File: config.mk
export PLATFORM = sky130hd
export DESIGN_NAME = cam_fifo
export DESIGN_NICKNAME = d
export VERILOG_FILES = /design/src/sv/cam_pkg.sv /design/src/sv/cam_fifo.sv
export SDC_FILE = /design/constraint.sdc
export NUM_CORES = 1
export LEC_CHECK = 0
export BUFFER_PORTS_ARGS = -buffer_cell sky130_fd_sc_hd__buf_2
export CORE_UTILIZATION = 61
export DETAILED_ROUTE_END_ITERATION = 7
export PLACE_DENSITY = 0.85
export SLEW_MARGIN = 20
export SYNTH_ARGS = -nofsm -noshare
export SYNTH_HDL_FRONTEND = slang
export SYNTH_SLANG_ARGS = --single-unit
File: constraint.sdc
create_clock -name i_clk -period 4.8 [get_ports i_clk]
set_input_delay 0.72 -clock i_clk [delete_from_list [all_inputs] [get_ports i_clk]]
set_output_delay 0.72 -clock i_clk [all_outputs]
set_load 0.05 [all_outputs]
File: src/sv/cam_pkg.sv
// Package for the centered absolute moving average block: field widths,
// default sizes and the job record that passes from the front end to the divider.
// No dependencies.
package cam_pkg;

    localparam int SAMPLE_W   = 16;
    localparam int MAG_W      = 16;
    localparam int ENERGY_W   = 16;
    localparam int HALF_W     = 6;
    localparam int WIN_W      = HALF_W + 1;
    localparam int SUM_W      = 23;
    localparam int FILL_W     = 7;
    localparam logic [FILL_W-1:0] FILL_CAP = 7'd127;

    localparam int MAX_HALF_WINDOW_DEF = 63;
    localparam int RING_DEPTH_DEF      = 128;
    localparam int QUEUE_DEPTH         = 4;

    // Effective half window and full window size, stable while items flow.
    typedef struct packed {
        logic [HALF_W-1:0] half;
        logic [WIN_W-1:0]  win;
    } t_win;

    // One pending division: the window sum and the flags of its result.
    typedef struct packed {
        logic [SUM_W-1:0] sum;
        logic             run_end;
        logic             buffer_end;
    } t_job;

endpackage

File: src/sv/cam_fifo.sv
// Short job queue between the front end and the divider.
// Depends on cam_pkg.
module cam_fifo import cam_pkg::*; #(
    parameter int DEPTH = QUEUE_DEPTH
) (
    input  logic i_clk,
    input  logic i_rst_n,
    input  logic i_clear,
    input  logic i_push,
    input  t_job i_job,
    output logic o_full,
    input  logic i_pop,
    output t_job o_job,
    output logic o_empty
);
    localparam int PW = (DEPTH > 1) ? $clog2(DEPTH) : 1;
    localparam int CW = $clog2(DEPTH + 1);
    localparam logic [PW-1:0] LAST_PTR = PW'(DEPTH - 1);
    localparam logic [CW-1:0] FULL_CNT = CW'(DEPTH);

    t_job          r_mem [DEPTH];
    logic [PW-1:0] r_wr;
    logic [PW-1:0] r_rd;
    logic [CW-1:0] r_cnt;
    logic          do_push;
    logic          do_pop;

    assign o_full  = (r_cnt == FULL_CNT);
    assign o_empty = (r_cnt == '0);
    assign o_job   = r_mem[r_rd];
    assign do_push = i_push && !o_full;
    assign do_pop  = i_pop && !o_empty;

    always_ff @(posedge i_clk) begin
        if (do_push) begin
            r_mem[r_wr] <= i_job;
        end
    end

    always_ff @(posedge i_clk) begin
        if (!i_rst_n || i_clear) begin
            r_wr  <= '0;
            r_rd  <= '0;
            r_cnt <= '0;
        end else begin
            if (do_push) begin
                r_wr <= (r_wr == LAST_PTR) ? '0 : r_wr + 1'b1;
            end
            if (do_pop) begin
                r_rd <= (r_rd == LAST_PTR) ? '0 : r_rd + 1'b1;
            end
            case ({do_push, do_pop})
                2'b10:   r_cnt <= r_cnt + 1'b1;
                2'b01:   r_cnt <= r_cnt - 1'b1;
                default: r_cnt <= r_cnt;
            endcase
        end
    end
endmodule

Yosys cells after proc, flatten, opt, wreduce, memory -nomap -nowiden. Memories as Yosys holds them, arrays and structs flattened. A register that Yosys moved wholly into a read port is not among the register bits. Index checks and enable logic that the tools add are counted.

Output and inout port bits: 27. Word-level logic and storage cells: 28. Bits in latches: 0. Memories: 1. Bits in read-only memories: 0. Register bits: 7. RAM bits: 100. Input port bits: 30.

Equal/unequal tests: 5. Muxes and demuxes: 7. Div/mod/pow operators: 0. Order comparisons: 0. Shift-type cells: 0. Reduce and logical (&&, ||, !) cells: 8. Add/subtract/negate cells: 4. Multipliers: 0. Bitwise gates (word level): 0.

Memories: r_mem (words 4, width 25, rd ports 1, clocked after Yosys merged registers in 1, wr ports 1, RTL line cam_fifo.sv:21) `t_job r_mem [DEPTH];`.

Operators with widths (number): $mux W2 (4); $eq A2 B2 Y1 const B (3); $pmux W3 S2 (1); $add A2 B1 Y2 const B (2); $add A3 B1 Y3 const B (1); $eq A3 B3 Y1 const B (1); $logic_not A1 Y1 (3); $logic_not A3 Y1 (1); $sub A3 B1 Y3 const B (1); $eq A2 B1 Y1 const B (1); $logic_and A1 B1 Y1 (2); $mux W1 (2); $reduce_bool A2 Y1 (1); $logic_or A1 B1 Y1 (1).

Logic depth before layout (Yosys ltp). Gate-level depths: netlist of the first run.

Word-level depth: 5. Depth in mapped cells: 10. Gate-level depth less buffers: 9.

Worst setup path after synthesis of the first run. Ideal clock, no wire load.

Path type: reg-to-reg. Start point: register r_cnt[2]. End point: register r_cnt[2]. Clock period less this slack: 2350 ps. Required time: 4730 ps. Buffers on the path: 1. Arrival time: 2280 ps. Path slack: 2450 ps. Stages on the path, launching flop included: 11. Setup time: 70 ps. Path through: dfxtp_1 or3b_1 clkbuf_2 and2_4 inv_1 ha_1 inv_1 fa_1 xor2_1 or3_2 a21oi_1.

Longest elaborated chain between the ends: 5. Elaborated cells between the ends (all ways): 12. Those cells by class: add/sub: 2; eq/ne: 3; mux: 1; reduce/logical: 6.

RTL lines: start: declaration (RTL line cam_fifo.sv:24) `logic [CW-1:0] r_cnt;`; start signal: assignment (RTL line cam_fifo.sv:53) `2'b10: r_cnt <= r_cnt + 1'b1;`; start signal: assignment (RTL line cam_fifo.sv:54) `2'b01: r_cnt <= r_cnt - 1'b1;`; start signal: assignment (RTL line cam_fifo.sv:55) `default: r_cnt <= r_cnt;`; $eq A3 B3 Y1 / $logic_not A3 Y1 (equally long branches) (RTL line cam_fifo.sv:28, cam_fifo.sv:29); $logic_not A1 Y1 (on tied branches) (RTL line cam_fifo.sv:31, cam_fifo.sv:32); $logic_and A1 B1 Y1 (on tied branches) (RTL line cam_fifo.sv:31, cam_fifo.sv:32); $eq A2 B1 Y1 / $eq A2 B2 Y1 (equally long branches) (RTL line cam_fifo.sv:52) `case ({do_push, do_pop})`; $pmux W3 S2 / $reduce_bool A2 Y1 (equally long branches).

Several ways; a longest one is shown, not always the timed one. A chain may end at the register's enable or synchronous reset.

==> results by group, run 1 <==
Drt
  – Avg WL per Cell: 19.37 µm
  – Drt total wl: 6352 µm
  – Remaining antenna violation count after routing: 0
  – # DRC: 8
  – Vias per std cell: 5.918
  – Initial drt markers: 131
  – Drt first pass iters: 6
  – Vias: 1941

Cells and area
  – P&R area growth vs syn: 13.63%
  – NumNets Final: 284
  – Multi-input gate area: between 800 and 900 µm²
  – Fill count: between 300 and 400
  – Storage cell area: 3184 µm²
  – ANT cells: 0
  – Layout cell share with drive strength beyond 1: 41.04%

Flow run
  – Max_cap viols: 0

CTS
  – Post-CTS sizing: 0
  – Clk buf depth: 2
  – H-Tree Level Count: 3
  – CTS tree: yes
  – Clock transition at the registers of the reported paths: about 80 ps
  – CTS root buf: clkbuf_8
  – TritonCTS buffer count: 9
  – Latest clock arrival within the worst-skew pair: 350 ps
  – CTS sink count: 109
  – Hold buffer count at cts: 0
  – Post-CTS Setup Repair Bufs: 0

Power and ir drop
  – Internal power: 1.397 mW
  – Power Density: between 300 and 400 nW/µm²
  – Worst VDD drop: 0.2046 mV
  – Psw: 398.7 µW
  – Sw frac: 22.20%
  – Sequential power share: 59.6%
  – P_leak: around 1.6 nW
  – Combinational share of power: 8.2%
  – Clock power share: 32.2%

Global route
  – First-pass GRT wire length: 10200 µm
  – Pin count of the biggest net entering global routing: 26
  – Vias in the first global route: between 2000 and 2500
  – Initial antenna violation count: 0
  – GRT overflow: 0
  – GRT Total Usage: roughly a fifth

Timing
  – Fin. Hold Viols: 0
  – Final WS setup: 1976 ps
  – Final Slew Violations: 0
  – Final setup fails: 0
  – Slew headroom: 40.78%
  – F_max: between 300 and 400 MHz
  – Final period util: 58.84%
  – Fin Setup TNS: 0 ps
  – Fin Clk Skew: 14.15 ps
  – Unrepaired setup endpoints after global routing: no
  – Slew @ Worst Pin: 888.4 ps
  – Minimum clock period: 2824 ps

Logic synthesis
  – Post-synthesis cell count: 186
  – Synth cell types: 26
  – Post-synth top area share: 73.37%
  – Post-synth EDFFs: 100
  – Syn avg cell area: roughly 22 µm²
  – Sequential share of the synthesized area: just under 80%
  – Post-Syn Area: 4093 µm²
  – Top cell type by total area after synthesis: edfxtp_1
  – Synth Flop Type: edfxtp_1
  – Ys Warns: 0
  – Ys async rst share: 0%
  – Largest cells by area after synthesis: edfxtp_1, mux4_2, dfxtp_1
  – Seq cells post-synth: 109
  – Syn Nets: about 220

Floorplan
  – Core area: 6422 µm²
  – Initial Util: 63.72%
  – I/O pin count: 57
  – # rows: 29
  – Die ar.: 7041 µm²
  – Die width: 83.91 µm
  – Die Span Y: between 80 and 90 µm

Placement
  – Worst slack, placed: 2273 ps
  – Port bufs: 56
  – Final GP Congestion: 0.7239
  – Post-DP HPWL: approximately 4000 µm

Critical path
  – Launching point of the worst reg2reg path: r_cnt[2]
  – Worst setup path class: register to output pin
  – Data required, critical path: 4080 ps
  – Endpoint type of the worst setup path: output pin
  – Worst Setup EP: o_job[6]
  – CP Max Fanout: 25
  – R2R Path End: r_cnt[2]
  – Critical Path AT: 2100 ps
  – Cells on worst reg2reg path: 9
  – Slack of the worst reg-to-reg path: 2250 ps
  – Startpoint types: register

Hold path
  – Min-delay worst type: register to register

Run status
  – Status: finished, violations left
  – Failing checks: design-rule violations
[worst max-delay path: stages, from the launching register on]
cell and delay (ps):
dfxtp_2 920, mux4_2 600, buf_2 230
[power groups by stage]
stage                     sequential, mW  combinational, mW  clock (mW)
after floorplan                     1.09              0.107           0
after global placement              1.09              0.145           0
after detailed placement            1.09              0.147           0
after CTS                           1.07              0.148       0.587
after global routing                1.07              0.155       0.620
final                               1.07              0.146       0.578
[synth_stat cells (2+ instances only)]
master      n
and3_2      4
ha_1        6
xor2_1      2
inv_1       8
o21ai_0     2
nand4_1     2
mux4_2     25
buf_1       2
buf_4       2
o31ai_1     3
edfxtp_1  100
nor2_1      4
clkbuf_2    2
nand2_1     2
a21oi_1     3
dfxtp_1     9
[per-stage QoR]
step	hold WS (ps)	power [mW]	util (%)	area, µm²	cells
final	502.9	1.796	72.41	4651	328
after detailed placement	488.5	1.240	69.14	4441	313
after global routing	547.3	1.848	72.41	4651	328
after floorplan	463.4	1.194	-	4093	186
after global placement	472.1	1.236	69.14	4441	313
after CTS	501.1	1.806	72.41	4651	328
[worst min-delay path by stage]
stage          slack (ps)  endpoint  cells past startpoint    start
2_1_floorplan         460  register                      2  r_rd[0]
3_3_place_gp          470  register                      2  r_rd[0]
3_5_place_dp          490  register                      2  r_rd[0]
4_1_cts               500  register                      2  r_rd[0]
5_1_grt               550  register                      2  r_rd[0]
6_report              500  register                      2  r_rd[0]
[cells by family (layout without fill, tap and decap cells)]
logic type | after synthesis | after routing | synth area share (%)
flops | 109 | 109 | 77.77
simple gates | 20 | 20 | 2.904
fa+ha+maj | 7 | 7 | 2.323
xor+xnor | 2 | 2 | 0.4281
compound gates | 8 | 8 | 1.162
mux | 25 | 25 | 13.76
buf+inv | 15 | 80 | 1.651
[placed cells by master, fill, tap and decap left out, types with 2 or more instances in the layout]
cell / netlist / final
nand2_1: 2 / 2
nor2_1: 4 / 4
o21ai_0: 2 / 2
clkbuf_8: 0 / 9
edfxtp_1: 100 / 100
buf_2: 1 / 56
o31ai_1: 3 / 3
a21oi_1: 3 / 3
xor2_1: 2 / 2
bufinv_16: 0 / 2
ha_1: 6 / 6
nand4_1: 2 / 2
and3_2: 4 / 4
dfxtp_1: 9 / 8
inv_1: 8 / 8
mux4_2: 25 / 25
[state kept, by name, indices dropped and copies added (netlist names), named ones only]
name,count
r_mem,100
r_cnt,3
r_rd,2
r_wr,2
[per-layer routing]
layer / global-route usage, % / part of all wire [%] / vias up / routed length [µm]
met5: 0 / 0 / - / 0
met4: 8.150 / 1.5 / 0 / 93
met3: 4.649 / 3.5 / 8 / 223
met2: 32.56 / 52 / 51 / 3286
met1: 26.32 / 43 / 1007 / 2749
li1: - / - / 875 / -
[final cells by class]
class,count,share of cell area [%]
Tap cell,77,2.072
Inverter,8,0.6457
Clock buffer,9,2.663
Clock inverter,6,1.856
Timing Repair Buffer,57,6.188
Sequential cell,109,68.47
Multi-Input combinational cell,62,18.11
Power figures use the tool's default switching activity.
==> run 2, diff against run 1 <==
--- a/config.mk
+++ b/config.mk
@@ -5,10 +5,11 @@
 export SDC_FILE = /design/constraint.sdc
 export NUM_CORES = 1
 export LEC_CHECK = 0
+export ABC_AREA = 1
 export BUFFER_PORTS_ARGS = -buffer_cell sky130_fd_sc_hd__buf_2
-export CORE_UTILIZATION = 61
+export CORE_UTILIZATION = 51
 export DETAILED_ROUTE_END_ITERATION = 7
-export PLACE_DENSITY = 0.85
+export PLACE_DENSITY = 0.76
 export SLEW_MARGIN = 20
 export SYNTH_ARGS = -nofsm -noshare
 export SYNTH_HDL_FRONTEND = slang
==> constraint.sdc (replaced) <==
create_clock -name i_clk -period 2.5 [get_ports i_clk]
set_input_delay 0.375 -clock i_clk [delete_from_list [all_inputs] [get_ports i_clk]]
set_output_delay 0.375 -clock i_clk [all_outputs]
set_load 0.05 [all_outputs]
==> results by group, run 2 <==
CTS
  – Hold buffer count at cts: 0
  – Clock transition at the registers of the reported paths: 110 ps
  – Post-CTS sizing: 0
  – CTS tree: yes
  – CTS sink count: ~110
  – TritonCTS buffer count: 9
  – CTS root buf: clkbuf_8
  – Post-CTS Setup Repair Bufs: 0
  – Latest clock arrival within the worst-skew pair: 370 ps
  – H-Tree Level Count: 3
  – Clk buf depth: 2

Placement
  – Final GP Congestion: 0.7098
  – Placed instance area: 4688 µm²
  – Port bufs: 56
  – Placed cells: between 400 and 500
  – Worst slack, placed: 677.3 ps
  – Post-DP HPWL: 4481 µm

Critical path
  – Worst setup path class: register to output pin
  – Worst Path Buf+Inv: 2
  – Endpoint type of the worst setup path: output pin
  – Startpoint types: register
  – Worst path max stage delay: between 400 and 500 ps
  – Slowest stage cell, crit path: inv_4
  – Data required, critical path: 2120 ps
  – Critical Path AT: 1890 ps
  – CP Max Fanout: 50
  – CP top delay family: buffers and inverters
  – Critical path, cell by cell: inv_4 > nor2_1 > o22ai_1 > buf_2

Timing
  – Hold_ws: 206.0 ps
  – Final WS setup: approximately 230 ps
  – Slew @ Worst Pin: between 600 and 700 ps
  – Final setup fails: 0
  – Fin. Hold Viols: 0
  – Slew headroom: 58.82%
  – Final Slew Violations: 0
  – Fin Setup TNS: 0 ps
  – Minimum clock period: 2269 ps
  – Unrepaired setup endpoints after global routing: no
  – Final period util: 90.75%
  – Fin Clk Skew: 10.21 ps
  – F_max: between 400 and 500 MHz

Cells and area
  – Layout cell share with drive strength beyond 1: 28.35%
  – ANT cells: 0
  – Biggest register: r_mem
  – Post-Layout Cell Count: roughly 490
  – Top flop regs: r_mem x100, r_cnt x3
  – NumNets Final: 413
  – P&R area growth vs syn: 12.89%
  – Most frequent cells in the layout: edfxtp_1, nor2_1, buf_2
  – Max FFs per register: 100
  – Final Cell Area: 4875 µm²
  – Most common cell after layout, fill and taps aside: edfxtp_1
  – Post-Route Utilization: 59.33%

Flow run
  – Max_cap viols: 0

Drt
  – Drt total wl: around 7600 µm
  – Drt first pass iters: 4
  – Vias: 2590
  – Remaining antenna violation count after routing: 0
  – # DRC: 0
  – Avg WL per Cell: 15.64 µm
  – Initial drt markers: 139
  – Vias per std cell: 5.329

Floorplan
  – Initial Util: 52.55%
  – Core area: 8217 µm²
  – # rows: 33
  – I/O pin count: 57
  – Die Span Y: 94.02 µm
  – Die ar.: 8839 µm²
  – Die width: 94.02 µm

Logic synthesis
  – Largest cells by area after synthesis: edfxtp_1, nor2_1, dfxtp_1
  – Ys async rst share: 0%
  – Top cell type by total area after synthesis: edfxtp_1
  – Post-synthesis cell count: 316
  – Synth cell types: 22
  – Sequential share of the synthesized area: around three quarters
  – Synth Flop Type: edfxtp_1
  – Most frequent cell after synthesis: edfxtp_1
  – Seq cells post-synth: 109
  – Post-Syn Area: 4318 µm²
  – Syn Nets: 353
  – Ys Warns: 0
  – Post-synth top cells: edfxtp_1, nor2_1, o21ai_1, o22ai_1, o21ai_2
  – Syn avg cell area: 13.66 µm²
  – Post-synth EDFFs: 100
  – Post-synth top area share: 69.55%

Hold path
  – Min-delay worst type: input pin to register

Global route
  – GRT Total Usage: between 10% and 20%
  – GRT overflow: 0
  – First-pass GRT wire length: 11830 µm
  – Vias in the first global route: 2462
  – Pin count of the biggest net entering global routing: 51
  – Initial antenna violation count: 0

Power and ir drop
  – Total chip power: 3.477 mW
  – P_leak: 1.812 nW
  – Worst VDD drop: about 0.28 mV
  – Power Density: 713.2 nW/µm²

Run status
  – Status: finished, final reports clean
[run 2: worst reg2reg max path, cell delays in order, from the launching register on]
cell and delay [ps]:
dfxtp_1 340, nor2_1 150, nand2_1 100, nand2_2 200
ha_1 210, inv_1 70, fa_1 390, nand2_1 100
nand3_1 70, nand2_1 60, inv_1 30, nor2_1 90
[run 2: logic make-up after synthesis]
kind of cell / share of synthesized area [%]
flops: 73.72
simple gates: 7.708
compound gates: 11.68
buf+inv: 4.694
fa+ha+maj: 2.202
[run 2: cell type report]
type                       instances  area [µm²]
sequential                       109        3184
timing repair buffer              64       352.8
fill                             640        3342
tap                              105       131.4
clock inverter                     7       62.56
multi-input combinational        172       942.2
inverter                          20       77.57
clock buffer                       9       123.9
[run 2: final timing paths]
| check | start | endpoint | slack (ps) | cells after the start |
|---|---|---|---|---|
| min reg2reg | r_cnt[0] | r_cnt[0] | 500 | 2 |
| min | i_job[9] | r_mem[0][9] | 210 | 1 |
| max reg2reg | r_cnt[1] | r_cnt[2] | 640 | 11 |
| max | register | o_job[12] | 230 | 4 |
[run 2: power by group]
part | internal, mW | switching [mW]
clock | 0.387 | 0.610
sequential | 2.05 | 0.0170
combinational | 0.101 | 0.315
total | 2.54 | 0.941
[run 2: layer usage]
layer | vias to the layer above | track usage, % | wire length [µm]
met3 | 14 | 5.744 | 375
li1 | 1256 | - | -
met1 | 1255 | 23.66 | 3397
met4 | 0 | 8.205 | 133
met5 | - | 0 | 0
met2 | 65 | 29.20 | 3693
